--- src/rtl/core/nsch_pkg.sv ---
package nsch_pkg;

  typedef enum logic {
    OP_ADD  = 1'b0,
    OP_TICK = 1'b1
  } op_kind_e;

  typedef struct packed {
    op_kind_e    kind;
    logic [15:0] id;
    logic [15:0] prio;
    logic [15:0] burst;
  } sched_op_t;

  typedef struct packed {
    logic full;
    logic empty;
  } q_stat_t;

  localparam logic [1:0] POLICY_FCFS = 2'd0;
  localparam logic [1:0] POLICY_SJF  = 2'd1;
  localparam logic [1:0] POLICY_PRIO = 2'd2;

  localparam int unsigned QUEUE_DEPTH = 4;
  localparam int unsigned QPTR_W      = 2;

endpackage

--- src/rtl/core/nsch_front.sv ---
module nsch_front #(
  parameter int unsigned MAX_PROCS = 128
) (
  input  logic                  clk_i,
  input  logic                  rst_ni,
  input  logic                  start,
  input  logic                  kind_i,
  input  logic [15:0]           proc_id_i,
  input  logic [15:0]           proc_priority_i,
  input  logic [15:0]           proc_burst_i,
  input  nsch_pkg::q_stat_t     q_stat_i,
  output logic                  busy,
  output logic                  push_o,
  output nsch_pkg::sched_op_t   push_op_o
);

  localparam int unsigned CNT_W = $clog2(MAX_PROCS + 1);

  logic [CNT_W-1:0] add_cnt_q, add_cnt_d;
  logic             accept;
  logic             is_tick;
  logic             room;

  assign busy    = q_stat_i.full;
  assign accept  = start && !q_stat_i.full;
  assign is_tick = (kind_i == 1'b1);
  assign room    = (add_cnt_q < CNT_W'(MAX_PROCS));

  // drop adds once the table is full
  assign push_o = accept && (is_tick || room);

  always_comb begin
    push_op_o       = '0;
    push_op_o.kind  = is_tick ? nsch_pkg::OP_TICK : nsch_pkg::OP_ADD;
    if (!is_tick) begin
      push_op_o.id    = proc_id_i;
      push_op_o.prio  = proc_priority_i;
      push_op_o.burst = proc_burst_i;
    end
  end

  always_comb begin
    add_cnt_d = add_cnt_q;
    if (push_o && !is_tick) begin
      add_cnt_d = add_cnt_q + 1'b1;
    end
  end

  always_ff @(posedge clk_i or negedge rst_ni) begin
    if (!rst_ni) begin
      add_cnt_q <= '0;
    end else begin
      add_cnt_q <= add_cnt_d;
    end
  end

endmodule

--- config.mk ---
export PLATFORM = sky130hd
export DESIGN_NAME = nsch_front
export DESIGN_NICKNAME = d
export VERILOG_FILES = /design/src/rtl/core/nsch_pkg.sv /design/src/rtl/core/nsch_front.sv
export SDC_FILE = /design/constraint.sdc
export NUM_CORES = 1
export LEC_CHECK = 0
export BUFFER_PORTS_ARGS = -buffer_cell sky130_fd_sc_hd__buf_2
export CAP_MARGIN = 5
export CORE_MARGIN = 2
export CORE_UTILIZATION = 30
export CTS_BUF_LIST = sky130_fd_sc_hd__clkbuf_8
export DETAILED_ROUTE_END_ITERATION = 7
export PLACE_DENSITY = 0.91
export SLEW_MARGIN = 20
export SYNTH_ARGS = -nofsm -noshare
export SYNTH_HDL_FRONTEND = slang
export SYNTH_SLANG_ARGS = --single-unit
--- constraint.sdc ---
create_clock -name clk_i -period 1.7 [get_ports clk_i]
set_input_delay 0.17 -clock clk_i [delete_from_list [all_inputs] [get_ports clk_i]]
set_output_delay 0.17 -clock clk_i [all_outputs]
set_load 0.05 [all_outputs]
==> reports/metrics.cfg <==
[outcome]
status = complete, no violations

[timing]
fin_tns_setup_ns = 0
rsz0062_at_grt = no
timing.final.ws_setup_ns = 0.323
slew_violations = 0
final.min_clock_period_ns = 1.38
clock.fmax_mhz = 726
period_share = 0.810
relSlewSlack = 0.717
setup_viol = 0
worstMarginPinSlew_ns = 0.423
fin_skew_ns = 0.000530
final-hold-violation-count = 0

[setup_path]
cp_cell_sequence = nor4b_4, mux2_2
crit_required_ns = 1.81
regToRegEndpoint = add_cnt_q[1]
timing.rr.start = add_cnt_q[7]
crit_path_start_kind = flop
critPathBufInv = 0
cpPeakStageDelay_ns = 0.47
r2r_slack_ns = 0.32
slowest_stage = nor4b_4
crit_type = flop to flop
crit_fanout = 7
cp.arrival_ns = 1.48
worstSetupEndpointType = flop
reg2reg_depth = 2
crit_family = simple AND/OR/NAND/NOR gates

[yosys]
synth-simple-area-share = 0.540
yosysSeqAreaShare = 0.279
synth_cells = 85
ys_seq_elements = 8
synth_cell_type_count = 21
synthAdderAreaFrac = 0.0174
synth-compound-area-share = 0.0209
synth_top_family_by_area = simple AND/OR/NAND/NOR gates
synth_xor_area_frac = 0.0732
avgSynthCellArea_um2 = 8.45
yosysWarnings = 0
synth_nets = 140
netlist_area_um2 = 718
synth_mux_area_frac = 0.0157

[route]
firstDrtPassIters = 4
drt_iter0_drc = 4
vias = 910
wl_um = 2370
drc = 0
vias_per_cell = 4.23
wl_per_cell_um = 11.0
postRouteAntennaNets = 0

[grt]
track_usage = 0.156
grt_pass1_wl_um = 3150
grt-ovfl-total = 0
grt_max_degree = 29
antenna_found_initial = 0
met1_usage = 0.161
first_global_vias = 735
use_met3 = 0.0593
met2_usage = 0.283
grt-busiest-layer = met2

[placement]
dp_slack_ns = 0.323
dpl.hpwl_um = 2030
dpl_cell_area_um2 = 1250
io_buffer_count = 103
routabilityCongestion = 0.759

[clock_network]
cts_resized = 0
cts_buffers = 3
cts_buffer_depth = 2
cts_tree = built
clkTransAtPathRegs_ns = 0.04
clkSinkCount = 8
clock-root-buffer = clkbuf_8
clk_latency_ns = 0.22
post_cts_buffers = 0
ctsHtreeMaxLevel = 1

[die]
die_w_um = 52.9
core_um2 = 2230
rows = 17
initial_core_util = 0.322
die-area_um2 = 2800
die_h_um = 52.9
io_pins = 105

[finish]
reg.largest.list = add_cnt_q: 8 flops
drive_above_1_share = 0.588
n_antenna_cell = 0
largest_register_ffs = 8
final_area_um2 = 1300
nets = 244
top_register = add_cnt_q
area_delta_synth_final_pct = 81.0

[flow_run]
max-cap-violations = 0

[power_and_ir_drop]
finalPower_uw = 1030
total_leakage_power_uw = 0.000787
ir_worst_vdd_v = 0.000692
power_density_nw_per_um2 = 794

[min_path]
hold_class = input pin to asynchronous set/reset pin

cell usage after synthesis:
master | count | area, um^2
nand4_1 | 2 | 12.5
nor2_1 | 1 | 3.75
nand3_1 | 1 | 5.00
dfrtp_1 | 8 | 200
ha_1 | 1 | 12.5
a41o_1 | 1 | 10.0
xnor2_1 | 5 | 43.8
buf_4 | 2 | 15.0
and2b_1 | 8 | 60.1
nor2b_1 | 40 | 250
and4_1 | 1 | 8.76
xor2_1 | 1 | 8.76
nand2_1 | 3 | 11.3
a21oi_1 | 1 | 5.00
clkbuf_1 | 4 | 15.0
nor4b_4 | 1 | 23.8
and3_1 | 1 | 6.26
buf_2 | 1 | 5.00
mux2_2 | 1 | 11.3
nand2b_1 | 1 | 6.26
inv_1 | 1 | 3.75
power breakdown:
part | switching [uW] | total (uW) | internal, uW | leakage [uW]
sequential | 58.2 | 303 | 244 | 0.000104
combinational | 332 | 507 | 174 | 0.000661
clock | 69.7 | 223 | 153 | 0.0000216
cell type report:
class	count	area, um^2
multi-input cells	69	479
well taps	28	35.0
inverters	1	3.75
flip-flops and latches	8	200
fillers	212	933
clock buffers	3	41.3
repair buffers	106	541
worst max path at each step:
| stage | end | slack [ns] | depth (start not counted) | from |
|---|---|---|---|---|
| CTS | add_cnt_q[1] | 0.32 | 2 | add_cnt_q[7] |
| global route | add_cnt_q[1] | 0.28 | 2 | add_cnt_q[7] |
| global placement | add_cnt_q[1] | 0.34 | 2 | add_cnt_q[7] |
| finish | add_cnt_q[1] | 0.32 | 2 | add_cnt_q[7] |
| detailed placement | add_cnt_q[1] | 0.32 | 2 | add_cnt_q[7] |
| floorplan | push_o | 0.27 | 3 | kind_i |
timing repair:
item / in CTS / in global routing
hold buffers: 1 / 0
setup endpoints to repair: 0 / 0
hold endpoints to repair: 8 / 0
layer usage:
metal / vias up / share of wire / wire length, um
li1: 470 / - / -
met1: 386 / 0.35 / 820
met2: 52 / 0.52 / 1240
met3: 2 / 0.12 / 293
met4: 0 / 0.0059 / 14
met5: - / 0 / 0
cell families after synthesis:
family                     count (synthesis)
and+or+nand+nor                           59
buffers and inverters                      8
DFF                                        8
xor gates and xnor gates                   6
AOI/OAI and AO/OA                          2
muxes                                      1
adders and majority gates                  1
per-stage QoR:
| stage | hold slack [ns] | util | std cells |
|---|---|---|---|
| 5_1_grt | 0.332 | 0.582 | 215 |
| 6_report | 0.302 | 0.582 | 215 |
| 2_1_floorplan | -0.126 | - | 85 |
| 3_5_place_dp | 0.0156 | 0.559 | 211 |
| 3_3_place_gp | 0.0146 | 0.559 | 211 |
| 4_1_cts | 0.304 | 0.582 | 215 |
placed cells by master (no fill, tap or decap):
cell type,netlist,routed
dfrtp_1,8,8
nand3_1,1,1
nor2b_1,40,40
mux2_2,1,1
nor4b_4,1,1
ha_1,1,1
nor2_1,1,1
buf_4,2,2
nand2_1,3,3
nand4_1,2,2
and2b_1,8,8
a21oi_1,1,1
and4_1,1,1
a41o_1,1,1
clkbuf_8,0,3
and3_1,1,1
buf_2,1,103
dlygate4sd3_1,0,1
nand2b_1,1,1
inv_1,1,1
xnor2_1,5,5
xor2_1,1,1
No activity file was read; power rests on OpenSTA's default activity.
