<file path="config.mk">
export PLATFORM = sky130hd
export DESIGN_NAME = nsch_queue
export DESIGN_NICKNAME = d
export VERILOG_FILES = /design/src/rtl/core/nsch_pkg.sv /design/src/rtl/core/nsch_queue.sv
export SDC_FILE = /design/constraint.sdc
export NUM_CORES = 1
export LEC_CHECK = 0
export BUFFER_PORTS_ARGS = -buffer_cell sky130_fd_sc_hd__buf_2
export CAP_MARGIN = 20
export CORE_MARGIN = 2
export CORE_UTILIZATION = 57
export CTS_CLUSTER_DIAMETER = 100
export DETAILED_ROUTE_END_ITERATION = 7
export PLACE_DENSITY = 0.79
export SLEW_MARGIN = 20
export SYNTH_ARGS = -nofsm -noshare
export SYNTH_HDL_FRONTEND = slang
export SYNTH_SLANG_ARGS = --single-unit
</file>
<file path="constraint.sdc">
create_clock -name clk_i -period 2.6 [get_ports clk_i]
set_input_delay 0.13 -clock clk_i [delete_from_list [all_inputs] [get_ports clk_i]]
set_output_delay 0.13 -clock clk_i [all_outputs]
set_load 0.05 [all_outputs]
</file>
<file path="src/rtl/core/nsch_pkg.sv">
package nsch_pkg;

  typedef enum logic {
    OP_ADD  = 1'b0,
    OP_TICK = 1'b1
  } op_kind_e;

  typedef struct packed {
    op_kind_e    kind;
    logic [15:0] id;
    logic [15:0] prio;
    logic [15:0] burst;
  } sched_op_t;

  typedef struct packed {
    logic full;
    logic empty;
  } q_stat_t;

  localparam logic [1:0] POLICY_FCFS = 2'd0;
  localparam logic [1:0] POLICY_SJF  = 2'd1;
  localparam logic [1:0] POLICY_PRIO = 2'd2;

  localparam int unsigned QUEUE_DEPTH = 4;
  localparam int unsigned QPTR_W      = 2;

endpackage

</file>
<file path="src/rtl/core/nsch_queue.sv">
module nsch_queue (
  input  logic                  clk_i,
  input  logic                  rst_ni,
  input  logic                  push_i,
  input  nsch_pkg::sched_op_t   push_op_i,
  input  logic                  pop_i,
  output nsch_pkg::sched_op_t   head_op_o,
  output nsch_pkg::q_stat_t     stat_o
);

  nsch_pkg::sched_op_t slot_q [nsch_pkg::QUEUE_DEPTH];

  logic [nsch_pkg::QPTR_W-1:0] wr_ptr_q, wr_ptr_d;
  logic [nsch_pkg::QPTR_W-1:0] rd_ptr_q, rd_ptr_d;
  logic [nsch_pkg::QPTR_W:0]   fill_q, fill_d;

  always_comb begin
    wr_ptr_d = wr_ptr_q;
    rd_ptr_d = rd_ptr_q;
    fill_d   = fill_q;
    if (push_i) begin
      wr_ptr_d = wr_ptr_q + 1'b1;
    end
    if (pop_i) begin
      rd_ptr_d = rd_ptr_q + 1'b1;
    end
    case ({push_i, pop_i})
      2'b10:   fill_d = fill_q + 1'b1;
      2'b01:   fill_d = fill_q - 1'b1;
      default: fill_d = fill_q;
    endcase
  end

  always_ff @(posedge clk_i or negedge rst_ni) begin
    if (!rst_ni) begin
      wr_ptr_q <= '0;
      rd_ptr_q <= '0;
      fill_q   <= '0;
    end else begin
      wr_ptr_q <= wr_ptr_d;
      rd_ptr_q <= rd_ptr_d;
      fill_q   <= fill_d;
    end
  end

  always_ff @(posedge clk_i) begin
    if (push_i) begin
      slot_q[wr_ptr_q] <= push_op_i;
    end
  end

  assign head_op_o    = slot_q[rd_ptr_q];
  assign stat_o.full  = (fill_q == (nsch_pkg::QPTR_W+1)'(nsch_pkg::QUEUE_DEPTH));
  assign stat_o.empty = (fill_q == '0);

`ifndef NO_ASSERTIONS
  a_no_push_full: assert property (@(posedge clk_i) disable iff (!rst_ni)
    stat_o.full |-> !push_i || pop_i)
    else $error("push into full queue");
  a_fill_bound: assert property (@(posedge clk_i) disable iff (!rst_ni)
    fill_q <= (nsch_pkg::QPTR_W+1)'(nsch_pkg::QUEUE_DEPTH))
    else $error("queue fill out of range");
`endif

endmodule

</file>
==> summary.txt <==
Power
  • LEAKAGE: 3.30 nW
  • Pwr per Cell Area: 1240 nW/um2
  • Maximum vdd drop: 0.841 mV

Finish
  • # nets final: 528
  • P&R area growth vs syn: 24.5%
  • Finished Core Util: 73.4%
  • Layout cells sized above 1: about two fifths

Global route
  • GR Layer Usage met3: under 10%
  • Grt total ovfl: 0
  • Pin count of the biggest net entering global routing: 31
  • First-pass GRT wire length: 21.1 mm
  • M1 GR Usage: between 20% and 30%
  • GR peak layer: met2
  • Total GRT Usage: between 10% and 20%
  • Vias in the first global route: 3,873
  • Antenna violations before repair: 1
  • Met2 global-route usage: 34.0%

Clock network
  • Clock-pin transition on the worst setup and hold timing paths: about 0.06 ns
  • Worst-Skew Late Latency: approximately 0.48 ns
  • CTS sink cnt: 203
  • Root Driver: clkbuf_16
  • Postcts setup bufs: 0
  • Cts bufs inserted: 20
  • Clock buffer depth: 3
  • H-tree level count: 1
  • CTS tree: done

Synthesis
  • Top cells by area, synth: edfxtp_1 78%, mux4_2 14%, dfrtp_1 2.3%, buf_12 1.3%, ha_1 0.83%
  • Synthesized Nets: about 350
  • Top_reg_cell synth: edfxtp_1
  • Async SR Flop Fraction: under 10%
  • Synth Area in Simple Gates: less than 1%
  • Sequential share of the synthesized area: approximately four fifths
  • Mux share of post-synthesis cell area: 14.7%
  • Post-synth top cells: 196 x edfxtp_1, 48 x mux4_2, 7 x dfrtp_1
  • Synth area leader: edfxtp_1
  • Synth Cell Area: roughly 7500 um2
  • Compound-Gate Fraction of Synth Area: 0.133%
  • Ys Warns: 0
  • Syn_area_per_cell: 25.6 um2
  • Flops & latches, synth: 203
  • Share of the synthesized area in the top cell type: 78.2%
  • Cell with the most instances after synthesis: edfxtp_1
  • Synth Instances: 294
  • Synth Area in XOR/XNOR: 0.698%
  • EDFF count, synth: 196
  • Post-Synth Adder-Cell Area: 1.10%
  • Count of different cell masters after synthesis: 19
  • Largest family of logic cells by synthesized area: multiplexers

STA
  • Slew HR: a little under three fifths
  • Minimum clock period: 2.41 ns
  • Tcrit/Tclk final: 92.6%
  • Final Hold Viols: 0
  • # setup viols final: 0
  • RSZ-0062 raised after global routing: no
  • Worst Clk Skew: 0.0129 ns
  • Hold WS: 0.0444 ns
  • Tightest Pin Transition: 0.654 ns
  • Setup TNS: 0 ns
  • F_max: 0.415 GHz
  • Slew Limit Fails: 0

Min path
  • Worst min path class: in2async

Critical path
  • Worst Setup EP: head_op_o[39]
  • Critical path startpoint category: register
  • Worst Setup Path Type: reg2out
  • Reg-to-reg setup timing slack: 0.72 ns
  • CP Capture Type: output pin
  • Critical path startpoint: rd_ptr_q[0]$_DFFE_PN0P_
  • Reg2reg start: wr_ptr_q[0]$_DFFE_PN0P_
  • Maximum fanout along the worst path: 18
  • Worst R2R Path Depth: 4
  • Critical Path AT: 2.28 ns
  • Critical path required time: 2.47 ns
  • FF-to-FF End: slot_q[2][33]$_DFFE_PP_

Floorplanning
  • Initial Util: 58.9%
  • Io pins: 104
  • # rows: 41
  • Die X: 119 um
  • Total die area: 14,100 um2
  • Core ar.: 12,800 um2
  • DIE HEIGHT: about 120 um

Drt
  • Via count: 3,578
  • Vias per cell: 5.46
  • DR WL/cell: 20.8 um
  • Post-route ant nets: 0
  • 1st-iter DRT viols: 252
  • Detailed-route DRC error count: 0
  • Total wire length: 13.6 mm
  • First drt pass iteration count: 4

Place
  • Number of buffers added on ports: 103
  • Dpl hpwl: 7.96 mm
  • GPL Wtd Cong: 0.731

Run status
  • Status: finished, final reports clean

Job
  • MaxCap Viol Count: 0
[cell usage in the layout (no fill, tap or decap), types with 2 or more instances in the layout]
master / n
dlygate4sd3_1: 52
and2_2: 4
nand2_1: 3
xor2_1: 4
clkbuf_16: 21
dfrtp_1: 5
inv_1: 6
clkinv_1: 4
ha_1: 5
xnor2_1: 2
edfxtp_1: 196
clkbuf_1: 6
buf_4: 5
mux4_2: 48
buf_2: 103
clkinv_2: 3
buf_12: 5
o21ai_0: 2
[cells by family (layout without fill, tap and decap cells)]
family,Yosys count,in the layout
xor gates and xnor gates,6,6
AOI/OAI and AO/OA,2,2
buffers and inverters,18,206
muxes,49,49
and+or+nand+nor,10,10
adders and majority gates,6,6
DFF,203,203
other,0,1
[cell type report]
type	count	area (um2)
Inverter	6	22.5
Clock inverter	8	37.5
Antenna cell	1	2.50
Multi-Input combinational cell	73	1310
Timing Repair Buffer	165	1170
Tap cell	172	215
Sequential cell	203	6070
Clock buffer	27	548
Fill cell	716	3400
[worst max-delay path, stage by stage, from the launching register on]
cell and delay, ns:
dfrtp_4 0.68, buf_4 0.34, mux4_2 0.55, buf_2 0.23
[registers in the layout, summed over array words and instances (netlist names)]
| signal | flops |
|---|---|
| slot_q | 196 |
| rd_ptr_q | 2 |
| wr_ptr_q | 2 |
| fill_q | 3 |
[report_power, final]
| group | switching, mW | internal, mW | leakage, nW |
|---|---|---|---|
| Clock | 1.09 | 1.47 | 0.284 |
| Sequential | 0.319 | 4.29 | 1.88 |
| Combinational | 2.99 | 1.42 | 1.14 |
[per-layer routing]
layer,share of wire (%),vias up
met3,5.7,20
met2,53,137
met4,2.0,0
li1,-,1591
met1,40,1830
met5,0,-
[stage by stage]
step | std cells | worst slack, ns | total power [mW] | cell area [um2]
6_report | 655 | 0.192 | 11.6 | 9370
3_5_place_dp | 567 | 0.670 | 9.06 | 8270
2_1_floorplan | 294 | 0.398 | 8.14 | 7530
4_1_cts | 654 | 0.155 | 11.7 | 9370
3_3_place_gp | 567 | 0.659 | 8.98 | 8270
5_1_grt | 655 | 0.0681 | 12.1 | 9370
[worst min-delay path by stage]
stage          startpoint               endpoint  depth (start not counted)
2_1_floorplan      rst_ni  fill_q[0]$_DFFE_PN0P_                          0
3_3_place_gp       rst_ni  fill_q[2]$_DFFE_PN0P_                          1
4_1_cts            rst_ni  fill_q[2]$_DFFE_PN0P_                          2
5_1_grt            rst_ni  fill_q[2]$_DFFE_PN0P_                          2
6_report           rst_ni  fill_q[0]$_DFFE_PN0P_                          2
3_5_place_dp       rst_ni  fill_q[2]$_DFFE_PN0P_                          1
[repair_timing]
action                                 4_1_cts  5_1_grt
endpoints found under the hold margin      207        0
hold buffers                                52        0
resized for setup                            0        0
Power figures use the tool's default switching activity.
